$ cat config.mk
export PLATFORM = sky130hd
export DESIGN_NAME = scrambled_halton_point
export DESIGN_NICKNAME = d
export VERILOG_FILES = /design/src/rtl/shp_pkg.sv /design/src/rtl/shp_seq.sv /design/src/rtl/shp_datapath.sv /design/src/rtl/scrambled_halton_point.sv
export SDC_FILE = /design/constraint.sdc
export NUM_CORES = 1
export LEC_CHECK = 0
export BUFFER_PORTS_ARGS = -buffer_cell sky130_fd_sc_hd__buf_2
export CAP_MARGIN = 20
export CORE_ASPECT_RATIO = 1.2
export CORE_MARGIN = 8
export CORE_UTILIZATION = 42
export DETAILED_ROUTE_END_ITERATION = 8
export PLACE_DENSITY = 0.67
export SYNTH_ARGS = -nofsm -noshare
export SYNTH_HDL_FRONTEND = slang
export SYNTH_SLANG_ARGS = --single-unit
$ cat constraint.sdc
create_clock -name clk_i -period 10 [get_ports clk_i]
set_input_delay 2.5 -clock clk_i [delete_from_list [all_inputs] [get_ports clk_i]]
set_output_delay 2.5 -clock clk_i [all_outputs]
set_load 0.02 [all_outputs]
$ cat src/rtl/shp_pkg.sv
// Shared types, microcode codes and constant tables for the scrambled Halton point block.
// No dependencies; imported by shp_seq, shp_datapath and scrambled_halton_point.
`timescale 1ns / 1ps
`default_nettype none

package shp_pkg;

  localparam int DimW      = 6;
  localparam int IdxFieldW = 20;
  localparam int FracBits  = 32;
  localparam int PrimeW    = 8;
  localparam int DimsReset = 50;

  typedef struct packed {
    logic [IdxFieldW-1:0] sample_index;
    logic [DimW-1:0]      dimension;
  } in_item_t;

  typedef struct packed {
    logic [FracBits-1:0] fraction;
    logic                bad_dimension;
  } out_item_t;

  typedef enum logic [3:0] {
    OP_NONE,
    OP_LOAD,
    OP_DIVJ,
    OP_DSTEP,
    OP_SCR,
    OP_ACC,
    OP_FINIT,
    OP_FSTEP,
    OP_EMIT
  } op_e;

  typedef enum logic [2:0] {
    C_ALWAYS,
    C_NEVER,
    C_NO_START,
    C_BAD,
    C_J_ZERO,
    C_CNT_MORE
  } cond_e;

  typedef struct packed {
    op_e op;
  } ctrl_t;

  typedef struct packed {
    logic bad;
    logic j_zero;
    logic cnt_more;
  } status_t;

  function automatic logic [PrimeW-1:0] prime_of(input logic [DimW-1:0] dim);
    logic [PrimeW-1:0] p;
    case (dim)
      6'd0:  p = 8'd2;    6'd1:  p = 8'd3;    6'd2:  p = 8'd5;    6'd3:  p = 8'd7;
      6'd4:  p = 8'd11;   6'd5:  p = 8'd13;   6'd6:  p = 8'd17;   6'd7:  p = 8'd19;
      6'd8:  p = 8'd23;   6'd9:  p = 8'd29;   6'd10: p = 8'd31;   6'd11: p = 8'd37;
      6'd12: p = 8'd41;   6'd13: p = 8'd43;   6'd14: p = 8'd47;   6'd15: p = 8'd53;
      6'd16: p = 8'd59;   6'd17: p = 8'd61;   6'd18: p = 8'd67;   6'd19: p = 8'd71;
      6'd20: p = 8'd73;   6'd21: p = 8'd79;   6'd22: p = 8'd83;   6'd23: p = 8'd89;
      6'd24: p = 8'd97;   6'd25: p = 8'd101;  6'd26: p = 8'd103;  6'd27: p = 8'd107;
      6'd28: p = 8'd109;  6'd29: p = 8'd113;  6'd30: p = 8'd127;  6'd31: p = 8'd131;
      6'd32: p = 8'd137;  6'd33: p = 8'd139;  6'd34: p = 8'd149;  6'd35: p = 8'd151;
      6'd36: p = 8'd157;  6'd37: p = 8'd163;  6'd38: p = 8'd167;  6'd39: p = 8'd173;
      6'd40: p = 8'd179;  6'd41: p = 8'd181;  6'd42: p = 8'd191;  6'd43: p = 8'd193;
      6'd44: p = 8'd197;  6'd45: p = 8'd199;  6'd46: p = 8'd211;  6'd47: p = 8'd223;
      6'd48: p = 8'd227;  6'd49: p = 8'd229;
      default: p = 8'd2;
    endcase
    return p;
  endfunction

  function automatic logic [PrimeW-1:0] weight_of(input logic [DimW-1:0] dim);
    logic [PrimeW-1:0] w;
    case (dim)
      6'd0:  w = 8'd1;    6'd1:  w = 8'd2;    6'd2:  w = 8'd2;    6'd3:  w = 8'd5;
      6'd4:  w = 8'd3;    6'd5:  w = 8'd7;    6'd6:  w = 8'd3;    6'd7:  w = 8'd10;
      6'd8:  w = 8'd18;   6'd9:  w = 8'd11;   6'd10: w = 8'd17;   6'd11: w = 8'd5;
      6'd12: w = 8'd17;   6'd13: w = 8'd26;   6'd14: w = 8'd40;   6'd15: w = 8'd14;
      6'd16: w = 8'd40;   6'd17: w = 8'd44;   6'd18: w = 8'd12;   6'd19: w = 8'd31;
      6'd20: w = 8'd45;   6'd21: w = 8'd70;   6'd22: w = 8'd8;    6'd23: w = 8'd38;
      6'd24: w = 8'd82;   6'd25: w = 8'd8;    6'd26: w = 8'd12;   6'd27: w = 8'd38;
      6'd28: w = 8'd47;   6'd29: w = 8'd70;   6'd30: w = 8'd29;   6'd31: w = 8'd57;
      6'd32: w = 8'd97;   6'd33: w = 8'd110;  6'd34: w = 8'd32;   6'd35: w = 8'd48;
      6'd36: w = 8'd84;   6'd37: w = 8'd124;  6'd38: w = 8'd155;  6'd39: w = 8'd26;
      6'd40: w = 8'd69;   6'd41: w = 8'd83;   6'd42: w = 8'd157;  6'd43: w = 8'd171;
      6'd44: w = 8'd8;    6'd45: w = 8'd32;   6'd46: w = 8'd112;  6'd47: w = 8'd205;
      6'd48: w = 8'd15;   6'd49: w = 8'd31;
      default: w = 8'd0;
    endcase
    return w;
  endfunction

endpackage

`default_nettype wire

$ cat src/rtl/shp_seq.sv
// Microcode sequencer: step counter, control-word ROM and conditional jumps.
// Depends on shp_pkg (op and condition codes, ctrl_t, status_t).
`timescale 1ns / 1ps
`default_nettype none

module shp_seq (
  input  wire logic            clk_i,
  input  wire logic            rst_ni,
  input  wire logic            start,
  input  shp_pkg::status_t     status_i,
  output shp_pkg::ctrl_t       ctrl_o,
  output logic                 busy
);
  import shp_pkg::*;

  typedef logic [3:0] pc_t;

  typedef struct packed {
    op_e   op;
    cond_e cond;
    pc_t   target;
  } uword_t;

  localparam pc_t PcIdle  = 4'd0;
  localparam pc_t PcCheck = 4'd1;
  localparam pc_t PcLoop  = 4'd2;
  localparam pc_t PcDiv1  = 4'd3;
  localparam pc_t PcScr   = 4'd4;
  localparam pc_t PcDiv2  = 4'd5;
  localparam pc_t PcAcc   = 4'd6;
  localparam pc_t PcFinit = 4'd7;
  localparam pc_t PcFstep = 4'd8;
  localparam pc_t PcDone  = 4'd9;

  function automatic uword_t ucode(input pc_t pc);
    uword_t u;
    case (pc)
      PcIdle:  u = '{op: OP_LOAD,  cond: C_NO_START, target: PcIdle};
      PcCheck: u = '{op: OP_NONE,  cond: C_BAD,      target: PcDone};
      PcLoop:  u = '{op: OP_DIVJ,  cond: C_J_ZERO,   target: PcFinit};
      PcDiv1:  u = '{op: OP_DSTEP, cond: C_CNT_MORE, target: PcDiv1};
      PcScr:   u = '{op: OP_SCR,   cond: C_NEVER,    target: PcIdle};
      PcDiv2:  u = '{op: OP_DSTEP, cond: C_CNT_MORE, target: PcDiv2};
      PcAcc:   u = '{op: OP_ACC,   cond: C_ALWAYS,   target: PcLoop};
      PcFinit: u = '{op: OP_FINIT, cond: C_NEVER,    target: PcIdle};
      PcFstep: u = '{op: OP_FSTEP, cond: C_CNT_MORE, target: PcFstep};
      PcDone:  u = '{op: OP_EMIT,  cond: C_ALWAYS,   target: PcIdle};
      default: u = '{op: OP_NONE,  cond: C_ALWAYS,   target: PcIdle};
    endcase
    return u;
  endfunction

  pc_t    pc_q, pc_d;
  uword_t uw;
  logic   taken;

  always_comb begin
    uw = ucode(pc_q);
    case (uw.cond)
      C_ALWAYS:   taken = 1'b1;
      C_NEVER:    taken = 1'b0;
      C_NO_START: taken = !start;
      C_BAD:      taken = status_i.bad;
      C_J_ZERO:   taken = status_i.j_zero;
      C_CNT_MORE: taken = status_i.cnt_more;
      default:    taken = 1'b0;
    endcase
    pc_d = taken ? uw.target : pc_t'(pc_q + 4'd1);
    ctrl_o.op = taken && (uw.cond == C_NO_START) ? OP_NONE : uw.op;
    busy = (pc_q != PcIdle);
  end

  always_ff @(posedge clk_i or negedge rst_ni) begin
    if (!rst_ni) begin
      pc_q <= PcIdle;
    end else begin
      pc_q <= pc_d;
    end
  end

  a_pc_range: assert property (@(posedge clk_i) disable iff (!rst_ni)
    pc_q <= PcDone)
    else $error("sequencer left its program");

  a_accept_goes_busy: assert property (@(posedge clk_i) disable iff (!rst_ni)
    (start && !busy) |=> (pc_q == PcCheck))
    else $error("accepted item did not enter the check step");

  a_emit_returns_idle: assert property (@(posedge clk_i) disable iff (!rst_ni)
    (pc_q == PcDone) |=> !busy)
    else $error("emit step did not return to idle");

endmodule

`default_nettype wire

$ cat src/rtl/shp_datapath.sv
// Datapath: shared bit-serial divider by the prime base, digit scrambling, numerator and
// denominator accumulation, fractional long division and the result register.
// Depends on shp_pkg (items, ctrl_t, status_t, prime and weight tables).
`timescale 1ns / 1ps
`default_nettype none

module shp_datapath #(
  parameter int IndexBits = 20,
  parameter int TableDims = 50
) (
  input  wire logic                    clk_i,
  input  wire logic                    rst_ni,
  input  wire logic                    cfg_we_i,
  input  wire logic [shp_pkg::DimW-1:0] cfg_wdata_i,
  input  shp_pkg::in_item_t            item_i,
  input  shp_pkg::ctrl_t               ctrl_i,
  output shp_pkg::status_t             status_o,
  output shp_pkg::out_item_t           result_o,
  output logic                         out_valid_o
);
  import shp_pkg::*;

  localparam int DivW  = (IndexBits > 16) ? IndexBits : 16;
  localparam int NumW  = IndexBits + PrimeW;
  localparam int CntMx = (DivW > FracBits) ? DivW : FracBits;
  localparam int CntW  = $clog2(CntMx + 1);
  localparam logic [DimW:0] DimLimit = (DimW + 1)'(TableDims);

  logic [IndexBits-1:0] j_q, j_d;
  logic [PrimeW-1:0]    p_q, p_d, w_q, w_d, rmd_q, rmd_d;
  logic                 bad_q, bad_d;
  logic [DivW-1:0]      dvd_q, dvd_d;
  logic [NumW-1:0]      num_q, num_d, den_q, den_d, frem_q, frem_d;
  logic [FracBits-1:0]  q_q, q_d;
  logic [CntW-1:0]      cnt_q, cnt_d;
  out_item_t            res_q, res_d;
  logic                 vld_q;
  logic [DimW-1:0]      dims_q;

  logic [PrimeW:0]       t, tsub;
  logic                  t_ge;
  logic [2*PrimeW-1:0]   scr_prod;
  logic [NumW+PrimeW-1:0] num_mul, den_mul;
  logic [NumW:0]         r2, fsub;
  logic                  f_ge;

  always_comb begin
    t        = {rmd_q, dvd_q[DivW-1]};
    tsub     = t - {1'b0, p_q};
    t_ge     = (t >= {1'b0, p_q});
    scr_prod = (2 * PrimeW)'(rmd_q) * (2 * PrimeW)'(w_q);
    num_mul  = (NumW + PrimeW)'(num_q) * (NumW + PrimeW)'(p_q);
    den_mul  = (NumW + PrimeW)'(den_q) * (NumW + PrimeW)'(p_q);
    r2       = {frem_q, 1'b0};
    fsub     = r2 - {1'b0, den_q};
    f_ge     = (r2 >= {1'b0, den_q});

    j_d    = j_q;
    p_d    = p_q;
    w_d    = w_q;
    bad_d  = bad_q;
    dvd_d  = dvd_q;
    rmd_d  = rmd_q;
    num_d  = num_q;
    den_d  = den_q;
    frem_d = frem_q;
    q_d    = q_q;
    cnt_d  = cnt_q;
    res_d  = res_q;

    case (ctrl_i.op)
      OP_LOAD: begin
        j_d   = IndexBits'(item_i.sample_index);
        p_d   = prime_of(item_i.dimension);
        w_d   = weight_of(item_i.dimension);
        bad_d = (item_i.dimension >= dims_q) || ({1'b0, item_i.dimension} >= DimLimit);
        num_d = '0;
        den_d = NumW'(1);
      end
      OP_DIVJ: begin
        dvd_d = DivW'(j_q);
        rmd_d = '0;
        cnt_d = CntW'(DivW);
      end
      OP_DSTEP: begin
        dvd_d = {dvd_q[DivW-2:0], t_ge};
        rmd_d = t_ge ? tsub[PrimeW-1:0] : t[PrimeW-1:0];
        cnt_d = cnt_q - CntW'(1);
      end
      OP_SCR: begin
        j_d   = dvd_q[IndexBits-1:0];
        dvd_d = DivW'(scr_prod);
        rmd_d = '0;
        cnt_d = CntW'(DivW);
      end
      OP_ACC: begin
        num_d = NumW'(num_mul + (NumW + PrimeW)'(rmd_q));
        den_d = NumW'(den_mul);
      end
      OP_FINIT: begin
        frem_d = num_q;
        q_d    = '0;
        cnt_d  = CntW'(FracBits);
      end
      OP_FSTEP: begin
        frem_d = f_ge ? fsub[NumW-1:0] : r2[NumW-1:0];
        q_d    = {q_q[FracBits-2:0], f_ge};
        cnt_d  = cnt_q - CntW'(1);
      end
      OP_EMIT: begin
        res_d.fraction      = bad_q ? '0 : q_q;
        res_d.bad_dimension = bad_q;
      end
      default: ;
    endcase

    status_o.bad      = bad_q;
    status_o.j_zero   = (j_q == '0);
    status_o.cnt_more = (cnt_q != CntW'(1));
  end

  always_ff @(posedge clk_i) begin
    j_q    <= j_d;
    p_q    <= p_d;
    w_q    <= w_d;
    bad_q  <= bad_d;
    dvd_q  <= dvd_d;
    rmd_q  <= rmd_d;
    num_q  <= num_d;
    den_q  <= den_d;
    frem_q <= frem_d;
    q_q    <= q_d;
    cnt_q  <= cnt_d;
    res_q  <= res_d;
  end

  always_ff @(posedge clk_i or negedge rst_ni) begin
    if (!rst_ni) begin
      vld_q  <= 1'b0;
      dims_q <= DimW'(DimsReset);
    end else begin
      vld_q <= (ctrl_i.op == OP_EMIT);
      if (cfg_we_i) begin
        dims_q <= cfg_wdata_i;
      end
    end
  end

  assign result_o    = res_q;
  assign out_valid_o = vld_q;

  a_step_count: assert property (@(posedge clk_i) disable iff (!rst_ni)
    (ctrl_i.op == OP_DSTEP || ctrl_i.op == OP_FSTEP) |-> (cnt_q != '0))
    else $error("division step ran past its count");

  a_rem_below_den: assert property (@(posedge clk_i) disable iff (!rst_ni)
    ($past(ctrl_i.op) == OP_FSTEP) |-> (frem_q < den_q))
    else $error("fraction remainder not below denominator");

  a_digit_below_base: assert property (@(posedge clk_i) disable iff (!rst_ni)
    (ctrl_i.op == OP_ACC) |-> (rmd_q < p_q))
    else $error("scrambled digit not below base");

endmodule

`default_nettype wire

$ cat src/rtl/scrambled_halton_point.sv
// Top level of the scrambled Halton point generator: microcode sequencer plus datapath.
// Depends on shp_pkg, shp_seq and shp_datapath.
//
//   channel   ports                          handshake
//   config    cfg_we_i, cfg_wdata_i          written when cfg_we_i is high
//   item in   item_i, start, busy            accepted when start && !busy
//   result    result_o, out_valid_o          one-cycle strobe, always taken
//
// Each item runs, from acceptance: a check step, then for each of the k base-p digits of the
// index a bit-serial divide by the base of D = max(IndexBits, 16) steps, which runs twice
// per digit (digit split and scramble reduction), then a loop exit step, the 32-step
// fractional division and an emit step, before the sequencer returns to idle.
// A flagged dimension goes from the check step straight to the emit step.
// Reset clears the sequencer to idle and dims_q to 50. The result appears the cycle
// after the item's last step, while busy is already low; it is never stalled.
`timescale 1ns / 1ps
`default_nettype none

module scrambled_halton_point #(
  parameter int IndexBits = 20,
  parameter int TableDims = 50
) (
  input  wire logic                     clk_i,
  input  wire logic                     rst_ni,
  input  wire logic                     cfg_we_i,
  input  wire logic [shp_pkg::DimW-1:0] cfg_wdata_i,
  input  wire logic                     start,
  output logic                          busy,
  input  shp_pkg::in_item_t             item_i,
  output shp_pkg::out_item_t            result_o,
  output logic                          out_valid_o
);
  import shp_pkg::*;

  ctrl_t   ctrl;
  status_t status;

  shp_seq u_seq (
    .clk_i    (clk_i),
    .rst_ni   (rst_ni),
    .start    (start),
    .status_i (status),
    .ctrl_o   (ctrl),
    .busy     (busy)
  );

  shp_datapath #(
    .IndexBits (IndexBits),
    .TableDims (TableDims)
  ) u_dp (
    .clk_i       (clk_i),
    .rst_ni      (rst_ni),
    .cfg_we_i    (cfg_we_i),
    .cfg_wdata_i (cfg_wdata_i),
    .item_i      (item_i),
    .ctrl_i      (ctrl),
    .status_o    (status),
    .result_o    (result_o),
    .out_valid_o (out_valid_o)
  );

  a_result_after_busy: assert property (@(posedge clk_i) disable iff (!rst_ni)
    out_valid_o |-> $past(busy))
    else $error("result without an item in flight");

  a_single_strobe: assert property (@(posedge clk_i) disable iff (!rst_ni)
    out_valid_o |=> !out_valid_o)
    else $error("two results for one item");

  a_bad_zero: assert property (@(posedge clk_i) disable iff (!rst_ni)
    (out_valid_o && result_o.bad_dimension) |-> (result_o.fraction == '0))
    else $error("flagged item with nonzero fraction");

endmodule

`default_nettype wire
==> impl_metrics.toml <==
[synth]
synth-xor-area-share = 0.0372
netlist_instances = 2816
synth_warnings = 0
synthMuxAreaShare = 0.00856
synth_adder_area_share = 0.328
synth.distinct_cells = 69
synth_edf_count = 220
synth_flop_cell = "edfxtp_1"
ys_seq_area_frac = 0.263
ys_top_cells_by_area = "edfxtp_1, fa_1, ha_1"
syn-num-nets = 3353
yosys.area.top_type = "edfxtp_1"
ys_seq_elements = 231
yosysTopAreaCellShare = 0.252
synth_area_um2 = 26200
synthSimpleGateAreaFrac = 0.181
synth_compound_area_frac = 0.101
async_flop_share = 0.0476
synth_top_family_by_area = "adder cells"
avgSynthCellArea_um2 = 9.29

[sta]
maxSlewHeadroom = 0.349
fin_crit_sh = 0.640
maxClockFrequency_mhz = 156
rsz0062_at_grt = "no"
setup_violations = 0
tns_ns = 0
finClkSkew_ns = 0.0233
drv_slew = 0
hold_violations = 0
period_minus_slack_ns = 6.40
tightestPinTransition_ns = 0.976

[global_route]
grt_pass1_wl_um = 98500
grt_util_all_layers = 0.166
overflow = 0
grt_pass1_vias = 19551
antenna_found_initial = 0
grt_max_degree = 58

[clock_tree]
cts_max_level = 1
root_buffer = "clkbuf_16"
post_cts_resized = 0
cts_tree = "done"
clock-sinks = 231
post-cts-setup-buffer-count = 0
clkLatencyLatePin_ns = 0.57
hold_buffers = 0
numCtsBuffers = 26
cts_max_path_buffers = 3
clk_pin_slew_worst_paths_ns = 0.07

[detailed_routing]
ant_nets = 0
drt_iter0_drc = 1045
dr.pass1.iters = 5
wl_um = 57500
num_vias = 18811
avgViaCountPerCell = 5.13
wl_per_cell_um = 15.7
drc_errors = 0

[worst_setup_path]
slowest_stage = "edfxtp_1"
crit_path_end_kind = "flop"
cp.arrival_ns = 6.67
crit_required_ns = 10.27
crit_family = "adder cells"
crit_type = "reg -> reg"
path_max_fanout = 29
critical_path.max_stage_delay_ns = 0.98
path_buf_inv = 3
worstPathCellList = "clkinv_1, nor2_1, fa_1, fa_1, fa_1, inv_1, fa_1, inv_1, ha_1, a21o_1, a21o_1, and2_1, a31oi_1, and2_1, a21oi_1, a311oi_1, xor2_1, nor2_1"
cpMostUsedCell = "fa_1"
start_kind = "flop"

[final_layout]
nets = 3365
antenna_cells = 0
syn2layout_area_growth_pct = 7.93
drive_above_1_share = 0.0579
fillCellCount = 5920

[die]
fp.dieArea_um2 = 70600
num_rows = 100
chipHeight_um = 289
dieWidth_um = 244
core_area_um2 = 61800
start_util = 0.423
ios = 71

[worst_hold_path]
hp-class = "reg -> reg"

[place]
place_hpwl_um = 43900
port_buffers = 70
place.gp.congestion = 0.875

[run]
max_cap_viol_count = 0

[run_status]
status = "completed"
[placed cells by master, fill, tap and decap left out, types with 18 or more instances in the layout]
cell       count
nor2b_1       51
ha_1         192
inv_1        430
mux2i_1       19
clkbuf_16     27
a21oi_1      110
nor2_1       258
and3_1        38
and2_1       227
nand2_1      297
nor3_1        20
a21o_1        33
buf_2         71
fa_1         309
nand3_1       30
o21ai_0      120
xor2_1        47
buf_4         18
xnor2_1       64
edfxtp_1     220
[sequential cells by signal, indices dropped and copies added, names as in the netlist, 20 cells and up]
name,flops
u_dp.dvd_q,20
u_dp.q_q,32
u_dp.frem_q,28
u_dp.result_o,33
u_dp.j_q,20
u_dp.num_q,28
u_dp.den_q,28
[path summary, 6_finish.rpt]
kind                                 from             end  slack [ns]  cells past startpoint
setup / recovery              u_dp.p_q[5]  u_dp.den_q[23]        3.60                     18
hold / removal             u_dp.dims_q[5]  u_dp.dims_q[5]        0.52                      2
setup reg to reg              u_dp.p_q[5]  u_dp.den_q[23]        3.60                     18
hold reg to reg            u_dp.dims_q[5]  u_dp.dims_q[5]        0.52                      2
max in group asynchronous          rst_ni  u_dp.dims_q[4]        7.84                      1
min in group asynchronous          rst_ni   u_seq.pc_q[1]        1.85                      1
[synthesized netlist by cell type (6+ instances only)]
cell type	instances
a21oi_1	112
or3_1	6
a21boi_0	7
a21o_1	33
clkinv_1	12
mux2i_1	19
o21a_1	15
a211oi_1	16
a31oi_1	11
xor2_1	47
and2_1	227
o22ai_1	6
xnor2_1	64
o21ai_0	121
buf_1	8
or2_2	7
nand4_1	13
a221o_1	6
a22oi_1	12
nor3_1	21
nand2b_1	16
clkbuf_1	93
nor2b_1	51
o31ai_1	6
o21bai_1	10
nor2_1	260
dfrtp_1	8
edfxtp_1	220
ha_1	192
o211ai_1	16
and3_1	38
inv_1	430
nand2_1	297
nand3_1	30
fa_1	309
nor4_1	9
[cells by family after synthesis]
logic type	Yosys count
multiplexers	22
XOR/XNOR	111
flip-flops	231
AO/OA/AOI/OAI	414
buffers and inverters	549
adder cells (fa/ha/maj)	501
AND/OR/NAND/NOR	988
[per-layer routing]
metal / vias up / GRT usage / wire [um]
li1: 9152 / - / -
met1: 9185 / 0.217 / 25500
met2: 382 / 0.292 / 28100
met3: 92 / 0.0136 / 2250
met4: 0 / 0.0520 / 1690
met5: - / 0 / 0
[worst register-to-register path, delay by kind of cell (launching register included)]
| family | cells | cell delay, ns |
|---|---|---|
| flops | 1 | 0.98 |
| simple gates | 4 | 0.79 |
| xor+xnor | 1 | 0.17 |
| compound gates | 5 | 1.05 |
| buf+inv | 3 | 0.92 |
| fa+ha+maj | 5 | 2.20 |
[stage by stage]
step / cell area (um^2) / util / instances / worst slack, ns / hold slack [ns]
after floorplan: 26200 / - / 2816 / 2.33 / 0.478
after global placement: 27300 / 0.441 / 3612 / 3.67 / 0.497
after detailed placement: 27300 / 0.441 / 3612 / 3.56 / 0.499
after CTS: 28200 / 0.456 / 3660 / 3.62 / 0.525
after global routing: 28200 / 0.457 / 3664 / 3.20 / 0.546
final: 28200 / 0.457 / 3664 / 3.60 / 0.517
[layout make-up]
class | instances | area (um^2) | area share
Multi-Input combinational cell | 2036 | 17200 | 0.610
Timing Repair Buffer | 91 | 513 | 0.0182
Clock inverter | 20 | 248 | 0.00877
Tap cell | 816 | 1020 | 0.0362
Inverter | 442 | 1660 | 0.0588
Sequential cell | 231 | 6890 | 0.244
Clock buffer | 28 | 689 | 0.0244
Power is left out: the tool's default activity adds up to more than one toggle a clock period on the data nets, which glitch-free logic cannot reach.
